--- config.mk ---
export PLATFORM = sky130hd
export DESIGN_NAME = sorted_unique_insert_set_core_flat
export DESIGN_NICKNAME = d
export VERILOG_FILES = /design/src/sv/sui_pkg.sv /design/src/sv/sui_in_if.sv /design/src/sv/sui_out_if.sv /design/src/sv/sui_cell.sv /design/src/sv/sorted_unique_insert_set_core.sv /design/src/flat_wrapper.sv
export VERILOG_INCLUDE_DIRS = /design/src /design/src/sv
export SDC_FILE = /design/constraint.sdc
export NUM_CORES = 2
export LEC_CHECK = 0
export ABC_AREA = 0
export CORE_UTILIZATION = 36
export DETAILED_ROUTE_END_ITERATION = 6
export DONT_BUFFER_PORTS = 1
export GPL_TIMING_DRIVEN = 0
export SKIP_CTS_REPAIR_TIMING = 1
export SLEW_MARGIN = 20
export SYNTH_ARGS = -nofsm -noshare
export SYNTH_HDL_FRONTEND = slang
export SYNTH_SLANG_ARGS = --single-unit
--- constraint.sdc ---
create_clock -name clk -period 7.3 [get_ports clk]
set_input_delay 1.46 -clock clk [delete_from_list [all_inputs] [get_ports clk]]
set_output_delay 1.46 -clock clk [all_outputs]
set_load 0.005 [all_outputs]
--- src/sv/sorted_unique_insert_set_core_assert.svh ---
// Assertion macros for the sorted unique insert set core.
`ifndef SORTED_UNIQUE_INSERT_SET_CORE_ASSERT_SVH
`define SORTED_UNIQUE_INSERT_SET_CORE_ASSERT_SVH

`ifndef SYNTHESIS
// same-cycle implication, clocked on clk, off while arst_n is low
`define SUI_ASSERT_IMP(lbl, ante, cons) \
	lbl: assert property (@(posedge clk) disable iff (!arst_n) (ante) |-> (cons)) \
		else $error("sui assertion failed");
// next-cycle implication, clocked on clk, off while arst_n is low
`define SUI_ASSERT_NXT(lbl, ante, cons) \
	lbl: assert property (@(posedge clk) disable iff (!arst_n) (ante) |=> (cons)) \
		else $error("sui assertion failed");
`else
`define SUI_ASSERT_IMP(lbl, ante, cons)
`define SUI_ASSERT_NXT(lbl, ante, cons)
`endif

`endif

--- src/sv/sui_pkg.sv ---
// Package with types, codes and defaults of the sorted unique insert set.
`timescale 1ns / 1ps
`default_nettype none
package sui_pkg;

	localparam int unsigned CAPACITY_DEF = 16;
	localparam int unsigned VALUE_W      = 32;
	localparam int unsigned STATUS_W     = 3;
	localparam int unsigned OCC_W        = 5;

	// input operations
	localparam logic OP_INSERT = 1'b0;
	localparam logic OP_DUMP   = 1'b1;

	// result status codes
	localparam logic [STATUS_W-1:0] ST_INSERTED  = 3'd0;
	localparam logic [STATUS_W-1:0] ST_DUPLICATE = 3'd1;
	localparam logic [STATUS_W-1:0] ST_FULL      = 3'd2;
	localparam logic [STATUS_W-1:0] ST_LISTED    = 3'd3;
	localparam logic [STATUS_W-1:0] ST_EMPTY     = 3'd4;

	// cell commands
	localparam logic [1:0] CMD_HOLD   = 2'd0;
	localparam logic [1:0] CMD_INSERT = 2'd1;
	localparam logic [1:0] CMD_SHIFT  = 2'd2;

	typedef struct packed {
		logic [1:0]                 code;
		logic signed [VALUE_W-1:0]  value;
	} sui_cmd_t;

	// what one cell shows its neighbors and the controller
	typedef struct packed {
		logic                       valid;
		logic                       lt;
		logic                       eq;
		logic signed [VALUE_W-1:0]  value;
	} sui_link_t;

endpackage
`default_nettype wire

--- src/sv/sui_in_if.sv ---
// Input channel interface: valid/ready handshake with op and value.
`timescale 1ns / 1ps
`default_nettype none
interface sui_in_if;
	import sui_pkg::*;

	logic                      valid;
	logic                      ready;
	logic                      op;
	logic signed [VALUE_W-1:0] value;

	modport source (output valid, output op, output value, input ready);
	modport sink (input valid, input op, input value, output ready);
endinterface
`default_nettype wire

--- src/sv/sui_out_if.sv ---
// Result channel interface: valid/ready handshake with status, element, last, occupancy.
`timescale 1ns / 1ps
`default_nettype none
interface sui_out_if;
	import sui_pkg::*;

	logic                      valid;
	logic                      ready;
	logic [STATUS_W-1:0]       status;
	logic signed [VALUE_W-1:0] element;
	logic                      last;
	logic [OCC_W-1:0]          occupancy;

	modport source (output valid, output status, output element, output last,
		output occupancy, input ready);
	modport sink (input valid, input status, input element, input last,
		input occupancy, output ready);
endinterface
`default_nettype wire

--- src/sv/sui_cell.sv ---
// One cell of the ordered chain: holds one entry, inserts or shifts on command.
`timescale 1ns / 1ps
`default_nettype none
module sui_cell (
	input  logic              clk,
	input  logic              arst_n,
	input  sui_pkg::sui_cmd_t cmd,
	input  sui_pkg::sui_link_t left,
	input  sui_pkg::sui_link_t right,
	output sui_pkg::sui_link_t here
);
	import sui_pkg::*;

	logic                      valid_q;
	logic signed [VALUE_W-1:0] value_q;
	logic                      valid_d;
	logic signed [VALUE_W-1:0] value_d;
	logic                      lt;

	assign lt = valid_q && ($signed(value_q) < $signed(cmd.value));

	always_comb begin
		valid_d = valid_q;
		value_d = value_q;
		unique case (cmd.code)
			CMD_HOLD: begin
			end
			CMD_INSERT: begin
				// smaller entries stay; the first larger slot takes the new value
				if (!lt) begin
					valid_d = left.valid;
					value_d = left.lt ? cmd.value : left.value;
				end
			end
			CMD_SHIFT: begin
				valid_d = right.valid;
				value_d = right.value;
			end
			default: begin
			end
		endcase
	end

	always_ff @(posedge clk or negedge arst_n) begin
		if (!arst_n) begin
			valid_q <= 1'b0;
		end else begin
			valid_q <= valid_d;
		end
	end

	always_ff @(posedge clk) begin
		value_q <= value_d;
	end

	assign here.valid = valid_q;
	assign here.lt    = lt;
	assign here.eq    = valid_q && (value_q == cmd.value);
	assign here.value = value_q;
endmodule
`default_nettype wire

--- src/sv/sorted_unique_insert_set_core.sv ---
// Insert: result word in the cycle after acceptance; one per cycle while not stalled.
// Dump of n entries: n listed words, one per cycle while not stalled, the first from
// the dump state; an empty dump gives one word in the cycle after. No item is taken
// while a dump streams. Speed is set by the cell chain: all cells compare and shift
// in the same cycle. Reset clears cell valid bits, the count and any pending word.
`timescale 1ns / 1ps
`default_nettype none
`include "sorted_unique_insert_set_core_assert.svh"
module sorted_unique_insert_set_core #(
	parameter int unsigned CAPACITY = sui_pkg::CAPACITY_DEF
) (
	input  logic        clk,
	input  logic        arst_n,
	sui_in_if.sink      req,
	sui_out_if.source   rsp
);
	import sui_pkg::*;

	localparam int unsigned CW = $clog2(CAPACITY + 1);

	// controller states
	localparam logic FSM_IDLE = 1'b0;
	localparam logic FSM_DUMP = 1'b1;

	logic          state_q;
	logic [CW-1:0] count_q;

	// result word register
	logic                      rsp_valid_q;
	logic [STATUS_W-1:0]       rsp_status_q;
	logic signed [VALUE_W-1:0] rsp_element_q;
	logic                      rsp_last_q;
	logic [OCC_W-1:0]          rsp_occ_q;

	sui_cmd_t          cmd;
	sui_link_t         links [CAPACITY];
	logic [CAPACITY-1:0] valid_vec;
	logic [CAPACITY-1:0] eq_vec;

	logic slot_free;
	logic acc;
	logic dump_emit;
	logic dup;
	logic full;
	logic do_insert;

	// the result register may be refilled when empty or being drained this cycle
	assign slot_free = !rsp_valid_q || rsp.ready;
	assign req.ready = (state_q == FSM_IDLE) && slot_free;
	assign acc       = req.valid && req.ready;
	assign dump_emit = (state_q == FSM_DUMP) && slot_free;

	assign dup       = |eq_vec;
	assign full      = (count_q == CW'(CAPACITY));
	assign do_insert = acc && (req.op == OP_INSERT) && !dup && !full;

	// broadcast one command to every cell
	always_comb begin
		cmd.value = req.value;
		if (do_insert) begin
			cmd.code = CMD_INSERT;
		end else if (dump_emit) begin
			cmd.code = CMD_SHIFT;
		end else begin
			cmd.code = CMD_HOLD;
		end
	end

	// cell chain: left neighbor feeds inserts, right neighbor feeds dumps
	for (genvar i = 0; i < CAPACITY; i++) begin : g_cell
		sui_link_t left_l;
		sui_link_t right_l;

		if (i == 0) begin : g_head
			// head boundary acts as a valid entry smaller than anything
			assign left_l = sui_link_t'{valid: 1'b1, lt: 1'b1, eq: 1'b0, value: '0};
		end else begin : g_body
			assign left_l = links[i-1];
		end

		if (i == CAPACITY - 1) begin : g_tail
			// tail boundary shifts in an empty slot
			assign right_l = sui_link_t'{valid: 1'b0, lt: 1'b0, eq: 1'b0, value: '0};
		end else begin : g_mid
			assign right_l = links[i+1];
		end

		sui_cell u_cell (
			.clk    (clk),
			.arst_n (arst_n),
			.cmd    (cmd),
			.left   (left_l),
			.right  (right_l),
			.here   (links[i])
		);

		assign valid_vec[i] = links[i].valid;
		assign eq_vec[i]    = links[i].eq;
	end

	// controller: idle takes items, dump streams the head cell out
	always_ff @(posedge clk or negedge arst_n) begin
		if (!arst_n) begin
			state_q <= FSM_IDLE;
			count_q <= '0;
		end else begin
			unique case (state_q)
				FSM_IDLE: begin
					if (do_insert) begin
						count_q <= count_q + CW'(1);
					end else if (acc && (req.op == OP_DUMP) && (count_q != '0)) begin
						state_q <= FSM_DUMP;
					end
				end
				FSM_DUMP: begin
					if (dump_emit) begin
						count_q <= count_q - CW'(1);
						if (count_q == CW'(1)) begin
							state_q <= FSM_IDLE;
						end
					end
				end
				default: begin
					state_q <= FSM_IDLE;
				end
			endcase
		end
	end

	// result valid: set on a new word, drop once taken
	always_ff @(posedge clk or negedge arst_n) begin
		if (!arst_n) begin
			rsp_valid_q <= 1'b0;
		end else if ((acc && ((req.op == OP_INSERT) || (count_q == '0))) || dump_emit) begin
			rsp_valid_q <= 1'b1;
		end else if (rsp.ready) begin
			rsp_valid_q <= 1'b0;
		end
	end

	// result payload
	always_ff @(posedge clk) begin
		if (dump_emit) begin
			rsp_status_q  <= ST_LISTED;
			rsp_element_q <= links[0].value;
			rsp_last_q    <= (count_q == CW'(1));
			rsp_occ_q     <= '0;
		end else if (acc) begin
			rsp_element_q <= '0;
			rsp_last_q    <= 1'b1;
			if (req.op == OP_DUMP) begin
				// only an empty dump reaches here with a word to give
				rsp_status_q <= ST_EMPTY;
				rsp_occ_q    <= '0;
			end else if (dup) begin
				rsp_status_q <= ST_DUPLICATE;
				rsp_occ_q    <= OCC_W'(count_q);
			end else if (full) begin
				rsp_status_q <= ST_FULL;
				rsp_occ_q    <= OCC_W'(count_q);
			end else begin
				rsp_status_q <= ST_INSERTED;
				rsp_occ_q    <= OCC_W'(count_q + CW'(1));
			end
		end
	end

	assign rsp.valid     = rsp_valid_q;
	assign rsp.status    = rsp_status_q;
	assign rsp.element   = rsp_element_q;
	assign rsp.last      = rsp_last_q;
	assign rsp.occupancy = rsp_occ_q;

	// the cells' valid bits always agree with the entry count
	`SUI_ASSERT_IMP(a_count_matches_cells, 1'b1, ($countones(valid_vec) == int'(count_q)))
	// an accepted item always leaves a pending word or a running dump
	`SUI_ASSERT_NXT(a_accept_gives_work, acc, (rsp.valid || (state_q == FSM_DUMP)))
	// the final listed word returns the controller to idle with an empty set
	`SUI_ASSERT_NXT(a_dump_ends_empty, (dump_emit && (count_q == CW'(1))),
		((state_q == FSM_IDLE) && (count_q == '0)))
	// a full set never grows
	`SUI_ASSERT_NXT(a_full_holds, (acc && full), (count_q == CW'(CAPACITY)))
endmodule
`default_nettype wire

--- src/flat_wrapper.sv ---
// flat-port wrapper written by rule: the top's interface ports become plain ports
module sorted_unique_insert_set_core_flat import sui_pkg::*;
#(
	parameter int unsigned CAPACITY = sui_pkg::CAPACITY_DEF
)
  (clk, arst_n, req_valid, req_op, req_value, req_ready, rsp_valid, rsp_status, rsp_element, rsp_last, rsp_occupancy, rsp_ready);
  sui_in_if req_i ();
  sui_out_if rsp_i ();
  input  logic clk;
  input  logic arst_n;
  input wire logic [$bits(req_i.valid)-1:0] req_valid;
  input wire logic [$bits(req_i.op)-1:0] req_op;
  input wire logic [$bits(req_i.value)-1:0] req_value;
  output wire logic [$bits(req_i.ready)-1:0] req_ready;
  output wire logic [$bits(rsp_i.valid)-1:0] rsp_valid;
  output wire logic [$bits(rsp_i.status)-1:0] rsp_status;
  output wire logic [$bits(rsp_i.element)-1:0] rsp_element;
  output wire logic [$bits(rsp_i.last)-1:0] rsp_last;
  output wire logic [$bits(rsp_i.occupancy)-1:0] rsp_occupancy;
  input wire logic [$bits(rsp_i.ready)-1:0] rsp_ready;
  assign req_i.valid = req_valid;
  assign req_i.op = req_op;
  assign req_i.value = req_value;
  assign req_ready = req_i.ready;
  assign rsp_valid = rsp_i.valid;
  assign rsp_status = rsp_i.status;
  assign rsp_element = rsp_i.element;
  assign rsp_last = rsp_i.last;
  assign rsp_occupancy = rsp_i.occupancy;
  assign rsp_i.ready = rsp_ready;
  sorted_unique_insert_set_core #(.CAPACITY(CAPACITY)) u_core (.clk(clk), .arst_n(arst_n), .req(req_i), .rsp(rsp_i));
endmodule
======== Word level (Yosys, flattened, before mapping) ========
Index checks and enable logic that the tools add are counted.
W data, S select, Z words.
storage, ports and cells
  output and inout port bits .............. 43
  register bits ........................... 576
  word-level logic and storage cells ...... 268
  input bits .............................. 37
operators by class
  mux-type cells .......................... 101
  bitwise gates (word level) .............. 2
  reductions and logical operators ........ 70
  equality and inequality tests ........... 38
  order comparisons ....................... 16
  $add $sub $neg .......................... 2
operator list
  cell                   number
  $mux W32               33
  $pmux W32 S2           16
  $eq A32 B32 Y1         16
  $lt A32 B32 Y1         16
  $logic_and A1 B1 Y1    41
  $ne A2 B2 Y1 const B   17
  $pmux W1 S2            17
  $reduce_and A2 Y1      17
  $mux W5                5
  $mux W1                24
  $reduce_or A16 Y1      1
  $pmux W5 S2            1
  $mux W2                3
  $mux W3                2
  $reduce_bool A2 Y1     3
  $add A5 B1 Y5 const B  1
  $eq A5 B1 Y1 const B   1
  $eq A5 B5 Y1 const B   1
  $logic_not A5 Y1       1
  $reduce_bool A5 Y1     1
  $sub A5 B1 Y5 const B  1
  $logic_not A1 Y1       3
  $logic_or A1 B1 Y1     3
  $eq A2 B1 Y1 const B   1
  3 further kinds        4

======== Depth between registers and ports, before layout ========
  depth in word-level cells ............... 11
  depth in mapped cells ................... 13
  mapped depth without buffers ............ 10

======== Cells and area by module ========
Synthesis repeated with hierarchy kept, for this count alone.
second synthesis, totals
  cell total of the unflattened synthesis .. 4536
  area total of the unflattened synthesis .. 43575.5 um^2
modules (own cells, without submodules)
  module                         cells an instance  sequential area each (um^2)  instances  area each (um^2)
  sui_cell                       273                985.9                        16         2592.5
  sorted_unique_insert_set_core  168                1326.3                       1          2095.8

======== Worst setup path before layout ========
OpenSTA, ideal clock, no wires.
  kind .................................... input port to flip-flop
  start point ............................. input port req_value[11]
  end point ............................... register u_core.g_cell[0].u_cell.value_q[0] (enable)
  cell stages on the path ................. 11
  required time ........................... 6.834 ns
  setup time .............................. 0.466 ns
  buffers on the path ..................... 2
  arrival ................................. 6.285 ns
  setup slack ............................. 0.549 ns
  cells stage by stage .................... clkbuf_1 inv_1 ha_1 a21oi_1 o21a_1 o2bb2ai_1 or4_4 a2111oi_4 mux2i_4 buf_6 o21ai_0
between the ends
  word-level cells in the longest chain between the ends .. 10
  elaborated cells on any way between the ends .. 44
  those cells by class .................... order compare (1); eq/ne (19); mux (1); reduce/logical (23)
ends and longest elaborated chain
  what                                                          RTL line                             source
  start: declaration                                            flat_wrapper.sv:13                   input wire logic [$bits(req_i.value)-1:0] req_value;
  $eq A32 B32 Y1                                                sui_cell.sv:58                       assign here.eq = valid_q && (value_q == cmd.value);
  $logic_and A1 B1 Y1                                           sui_cell.sv:58
  $reduce_or A16 Y1                                             sorted_unique_insert_set_core.sv:53  assign dup = |eq_vec;
  $logic_not A1 Y1                                              sorted_unique_insert_set_core.sv:55  assign do_insert = acc && (req.op == OP_INSERT) && !dup && !full;
  $logic_and A1 B1 Y1 (2 in a row)                              sorted_unique_insert_set_core.sv:55
  $mux W2                                                       sorted_unique_insert_set_core.sv:60  if (do_insert) begin
  $eq A2 B1 Y1 or $eq A2 B2 Y1 (tied branches)                  sui_cell.sv:25                       unique case (cmd.code)
  $ne A2 B2 Y1 (no line) or $reduce_bool A2 Y1 (tied branches)  --
  $reduce_and A2 Y1 (no line) *                                 --
  end signal: assignment                                        sui_cell.sv:53                       value_q <= value_d;
  end: declaration                                              sui_cell.sv:15                       logic signed [VALUE_W-1:0] value_q;
Every way passes the cells marked *; elsewhere a longest branch is shown, timed or not.
A chain may end at the register's enable or synchronous reset.

======== Worst setup path in the final report ========
  start point ............................. input port req_value[26]
  end point ............................... register u_core.g_cell[11].u_cell.value_q[6] (enable)
between the ends
  word-level cells in the longest chain between the ends .. 10
  elaborated cells on any way between the ends .. 44
  those cells by class .................... order compare (1); eq/ne (19); mux (1); reduce/logical (23)
ends and longest elaborated chain
  what                                                          RTL line
  $eq A32 B32 Y1                                                sui_cell.sv:58
  $logic_and A1 B1 Y1                                           sui_cell.sv:58
  $reduce_or A16 Y1                                             sorted_unique_insert_set_core.sv:53
  $logic_not A1 Y1                                              sorted_unique_insert_set_core.sv:55
  $logic_and A1 B1 Y1 (2 in a row)                              sorted_unique_insert_set_core.sv:55
  $mux W2                                                       sorted_unique_insert_set_core.sv:60
  $eq A2 B1 Y1 or $eq A2 B2 Y1 (tied branches)                  sui_cell.sv:25
  $ne A2 B2 Y1 (no line) or $reduce_bool A2 Y1 (tied branches)  --
  $reduce_and A2 Y1 (no line) *                                 --
  end signal: assignment                                        sui_cell.sv:53
  end: declaration                                              sui_cell.sv:15
Marked as above.

==> flow_summary_export.csv <==
group,metric,value,unit
timing,fin_crit_sh,95.4,%
timing,grt_setup_unrepaired,"no",
synth,ys_seq_elements,576,
pwr,combPwrFrac,49.5,%
final_layout,nets,4370,
final_layout,finalNonFillerCells,5273,
worst_setup_path,cp_slowest_cell,"nor4_1",
placement,dpl_cell_area,0.0414,mm²
floorplanning,rows,120,
synth,synth_ff_type,"edfxtp_1",
pwr,switchingPower,10.6,mW
final_layout,fin_util,40.5,%
synth,synth_area,0.0392,mm²
pwr,ir_drop,0.208,mV
floorplanning,die_h,332,µm
final_layout,drive_gt1_share,4.27,%
timing,timing.final.ws_setup,0.337,ns
cts,tritoncts,"built",
routing,route.antenna.remaining_nets,0,
routing,drt_iter0_drc,4860,
synth,synth_nets,4285,
min_path,hold_class,"reg2reg",
routing,wl_per_cell,29.2,µm
timing,setup_viol,0,
routing,num_vias,33700,
pwr,p_int,12.8,mW
placement,port-buffer-count,0,
final_layout,fillers,10500,
floorplanning,die_x,332,µm
synth,synth.avg_cell_area,10.5,µm²
worst_setup_path,worstPathCellList,"clkbuf_1 > inv_1 > ha_1 > nand4_1 > nor4_1 > nand4_1 > nand4_1 > nor4_1 > nand3_1 > clkbuf_1 > o21ai_4 > buf_16",
placement,dpl.hpwl,120,mm
cts,clock_latency,0.65,ns
pwr,swShare,45.4,%
routing,via_per_inst,6.40,
timing,clock_skew,0.0304,ns
cts,cts-buffers-inserted,69,
worst_setup_path,cp_max_fo,17,
worst_setup_path,crit_top_cell,"nand4_1",
pwr,p_leak,17.8,nW
cts,clock_path_buffers,3,
worst_setup_path,crit_required,7.67,ns
worst_setup_path,crit_type,"in2reg",
worst_setup_path,crit_buf_inv,4,
pwr,p_clk_share,14.8,%
cts,cts_root_buf,"clkbuf_16",
final_layout,seq_area,0.0171,mm²
timing,hold_violations,0,
synth,synth-async-reset-ratio,3.99,%
synth,seq_area_frac_synth,43.6,%
global_route,grt_pass1_wl,220,mm
worst_setup_path,max_stage_delay,1.06,ns
placement,post-place-ws,0.0319,ns
synth,syn_inst,3733,
pwr,power.density,536,mW/mm²
routing,first_pass_iters,6,
placement,gp_congestion,0.968,
floorplanning,initial_core_util,36.5,%
synth,synth-edff-count,545,
global_route,grt_pass1_vias,31600,
final_layout,area_delta_synth_final,11.1,%
global_route,antenna_found_initial,3,
worst_setup_path,critPathArrivalTime,7.34,ns
floorplanning,io_pins,80,
synth,ys_types,70,
worst_setup_path,crit_path_start_kind,"input pin",
placement,dp.cells,5150,
cts,clkSinkCount,576,
final_layout,fin_area,0.0436,mm²
cts,htreeDepth,3,
routing,drt_wl_total,154,mm
timing,fin_crit,6.96,ns
global_route,track_usage,27.0,%
synth,ys_warn_count,0,
timing,slew_headroom,6.94,%
run_status,run_status,"completed",
global_route,grt_max_degree,34,
timing,timing.hold.ws,0.486,ns
run,drv_cap,0,
routing,post-route-drc-count,0,
worst_setup_path,crit_family,"buffers and inverters",
timing,report.final.slew_viol_count,0,
timing,max_freq,144,MHz
cts,path_clk_slew,0.06,ns
pwr,seqPwrFrac,35.7,%
worst_setup_path,crit_path_end_kind,"register",
timing,worst_pin_slew,1.38,ns
global_route,overflow,0,
floorplanning,fp.dieArea,0.110,mm²
final_layout,multi_input_area,0.0209,mm²
floorplanning,fp.coreArea,0.108,mm²
-- power groups by stage --
stage	sequential, mW	clock [mW]	combinational [mW]
after CTS	8.26	3.45	11.2
after global placement	8.41	0	10.6
after global routing	8.42	3.56	12.5
after detailed placement	8.30	0	11.1
final	8.34	3.45	11.6
after floorplan	7.40	0	7.63
-- sequential cells by signal, indices dropped and copies added (netlist names) --
name                          count
u_core.g_cell.u_cell.value_q    512
u_core.state_q                    1
u_core.g_cell.u_cell.valid_q     16
u_core.rsp.status                 3
u_core.rsp.valid                  1
u_core.count_q                    5
u_core.rsp.element               32
u_core.rsp.last                   1
u_core.rsp.occupancy              5
-- path summary, 6_finish.rpt --
| path | from | endpoint | slack, ns | cells past startpoint |
|---|---|---|---|---|
| setup / recovery | req_value[26] | u_core.g_cell[11].u_cell.value_q[6]$_DFFE_PP_ | 0.34 | 12 |
| hold / removal | u_core.rsp.status[2]$_SDFFE_PP0P_ | u_core.rsp.status[2]$_SDFFE_PP0P_ | 0.49 | 2 |
| setup reg to reg | u_core.g_cell[8].u_cell.value_q[31]$_DFFE_PP_ | u_core.g_cell[11].u_cell.value_q[6]$_DFFE_PP_ | 2.08 | 10 |
| hold reg to reg | u_core.rsp.status[2]$_SDFFE_PP0P_ | u_core.rsp.status[2]$_SDFFE_PP0P_ | 0.49 | 2 |
| max in group asynchronous | arst_n | u_core.g_cell[9].u_cell.valid_q$_DFFE_PN0P_ | 6.69 | 0 |
| min in group asynchronous | arst_n | u_core.g_cell[0].u_cell.valid_q$_DFFE_PN0P_ | 0.50 | 0 |
-- final cells by class --
class                           count  area share, %
Antenna cell                        2         0.0115
Sequential cell                   576           39.2
Inverter                          108          0.930
Buffer                            233           2.18
Timing Repair Buffer               14          0.821
Multi-Input combinational cell   2816           47.9
Clock inverter                     29          0.545
Clock buffer                       92           4.37
Tap cell                         1403           4.03
-- worst min-delay path, stage by stage, from the launching register on --
cell and delay, ns:
dfxtp_1 0.32, nand2_1 0.06, a21oi_1 0.06
-- per-layer routing --
metal / share of wire [%] / track usage (%) / vias up
met1: 42 / 37.8 / 16700
li1: - / - / 14700
met5: 0.0084 / 0 / -
met2: 44 / 41.3 / 2075
met4: 4.1 / 10.7 / 2
met3: 10 / 4.40 / 325
-- stage by stage --
stage | total power [mW] | TNS, ns
global placement | 19.0 | -717.89
detailed placement | 19.4 | 0
finish | 23.4 | 0
floorplan | 15.0 | 0
global route | 24.4 | 0
CTS | 22.9 | 0
-- cell usage after synthesis (4+ instances only) --
| master | count | area share [%] |
|---|---|---|
| a21oi_1 | 374 | 4.8 |
| and3_1 | 163 | 2.6 |
| dfrtp_1 | 23 | 1.5 |
| mux2i_1 | 263 | 6.7 |
| clkbuf_1 | 195 | 1.9 |
| a221o_1 | 164 | 4.2 |
| nand4_1 | 125 | 2.0 |
| dfxtp_1 | 8 | 0.41 |
| ha_1 | 515 | 16 |
| buf_2 | 19 | 0.24 |
| nor3_1 | 23 | 0.29 |
| inv_1 | 108 | 1.0 |
| buf_1 | 10 | 0.096 |
| o21ai_1 | 51 | 0.65 |
| o221ai_1 | 33 | 0.74 |
| nand2_1 | 362 | 3.5 |
| nand2b_1 | 11 | 0.18 |
| a31oi_1 | 12 | 0.19 |
| o21ai_0 | 107 | 1.4 |
| a211oi_1 | 14 | 0.27 |
| o31ai_1 | 9 | 0.17 |
| o211ai_1 | 60 | 1.1 |
| xnor2_1 | 11 | 0.25 |
| a21o_1 | 57 | 1.1 |
| buf_6 | 5 | 0.14 |
| nor4bb_1 | 6 | 0.15 |
| a2111o_1 | 5 | 0.14 |
| a21boi_0 | 4 | 0.077 |
| and2_1 | 5 | 0.080 |
| o21a_1 | 4 | 0.077 |
| buf_4 | 4 | 0.077 |
| nor4_1 | 10 | 0.16 |
| nor2b_1 | 21 | 0.33 |
| a221oi_1 | 19 | 0.42 |
| and4_1 | 32 | 0.71 |
| edfxtp_1 | 545 | 42 |
| nor2_1 | 239 | 2.3 |
| nand3_1 | 74 | 0.94 |
-- cells in the final DEF (no fill, tap or decap), drive strengths merged, types with 6 or more instances in the layout --
master,instances
o31ai,9
o221ai,33
a31oi,12
and4,32
inv,111
nor2,239
a211oi,14
nand2b,11
nand4,125
xnor2,11
nor4bb,6
o211ai,60
nand3,74
a221o,164
clkbuf,287
nor4,11
nand2,362
clkinv,21
a21oi,374
edfxtp,545
o21ai,158
nor3,23
buf,52
mux2i,265
dfxtp,8
and3,163
nor2b,21
ha,515
a21o,57
and2,6
a221oi,19
dfrtp,23
-- cells by family after synthesis --
logic type	synth area share, %
xor+xnor	0.313
compound gates	15.9
buf+inv	3.46
simple gates	13.5
fa+ha+maj	16.4
flops	43.6
mux	6.80
Note: power is estimated with default switching activity, not from simulation.
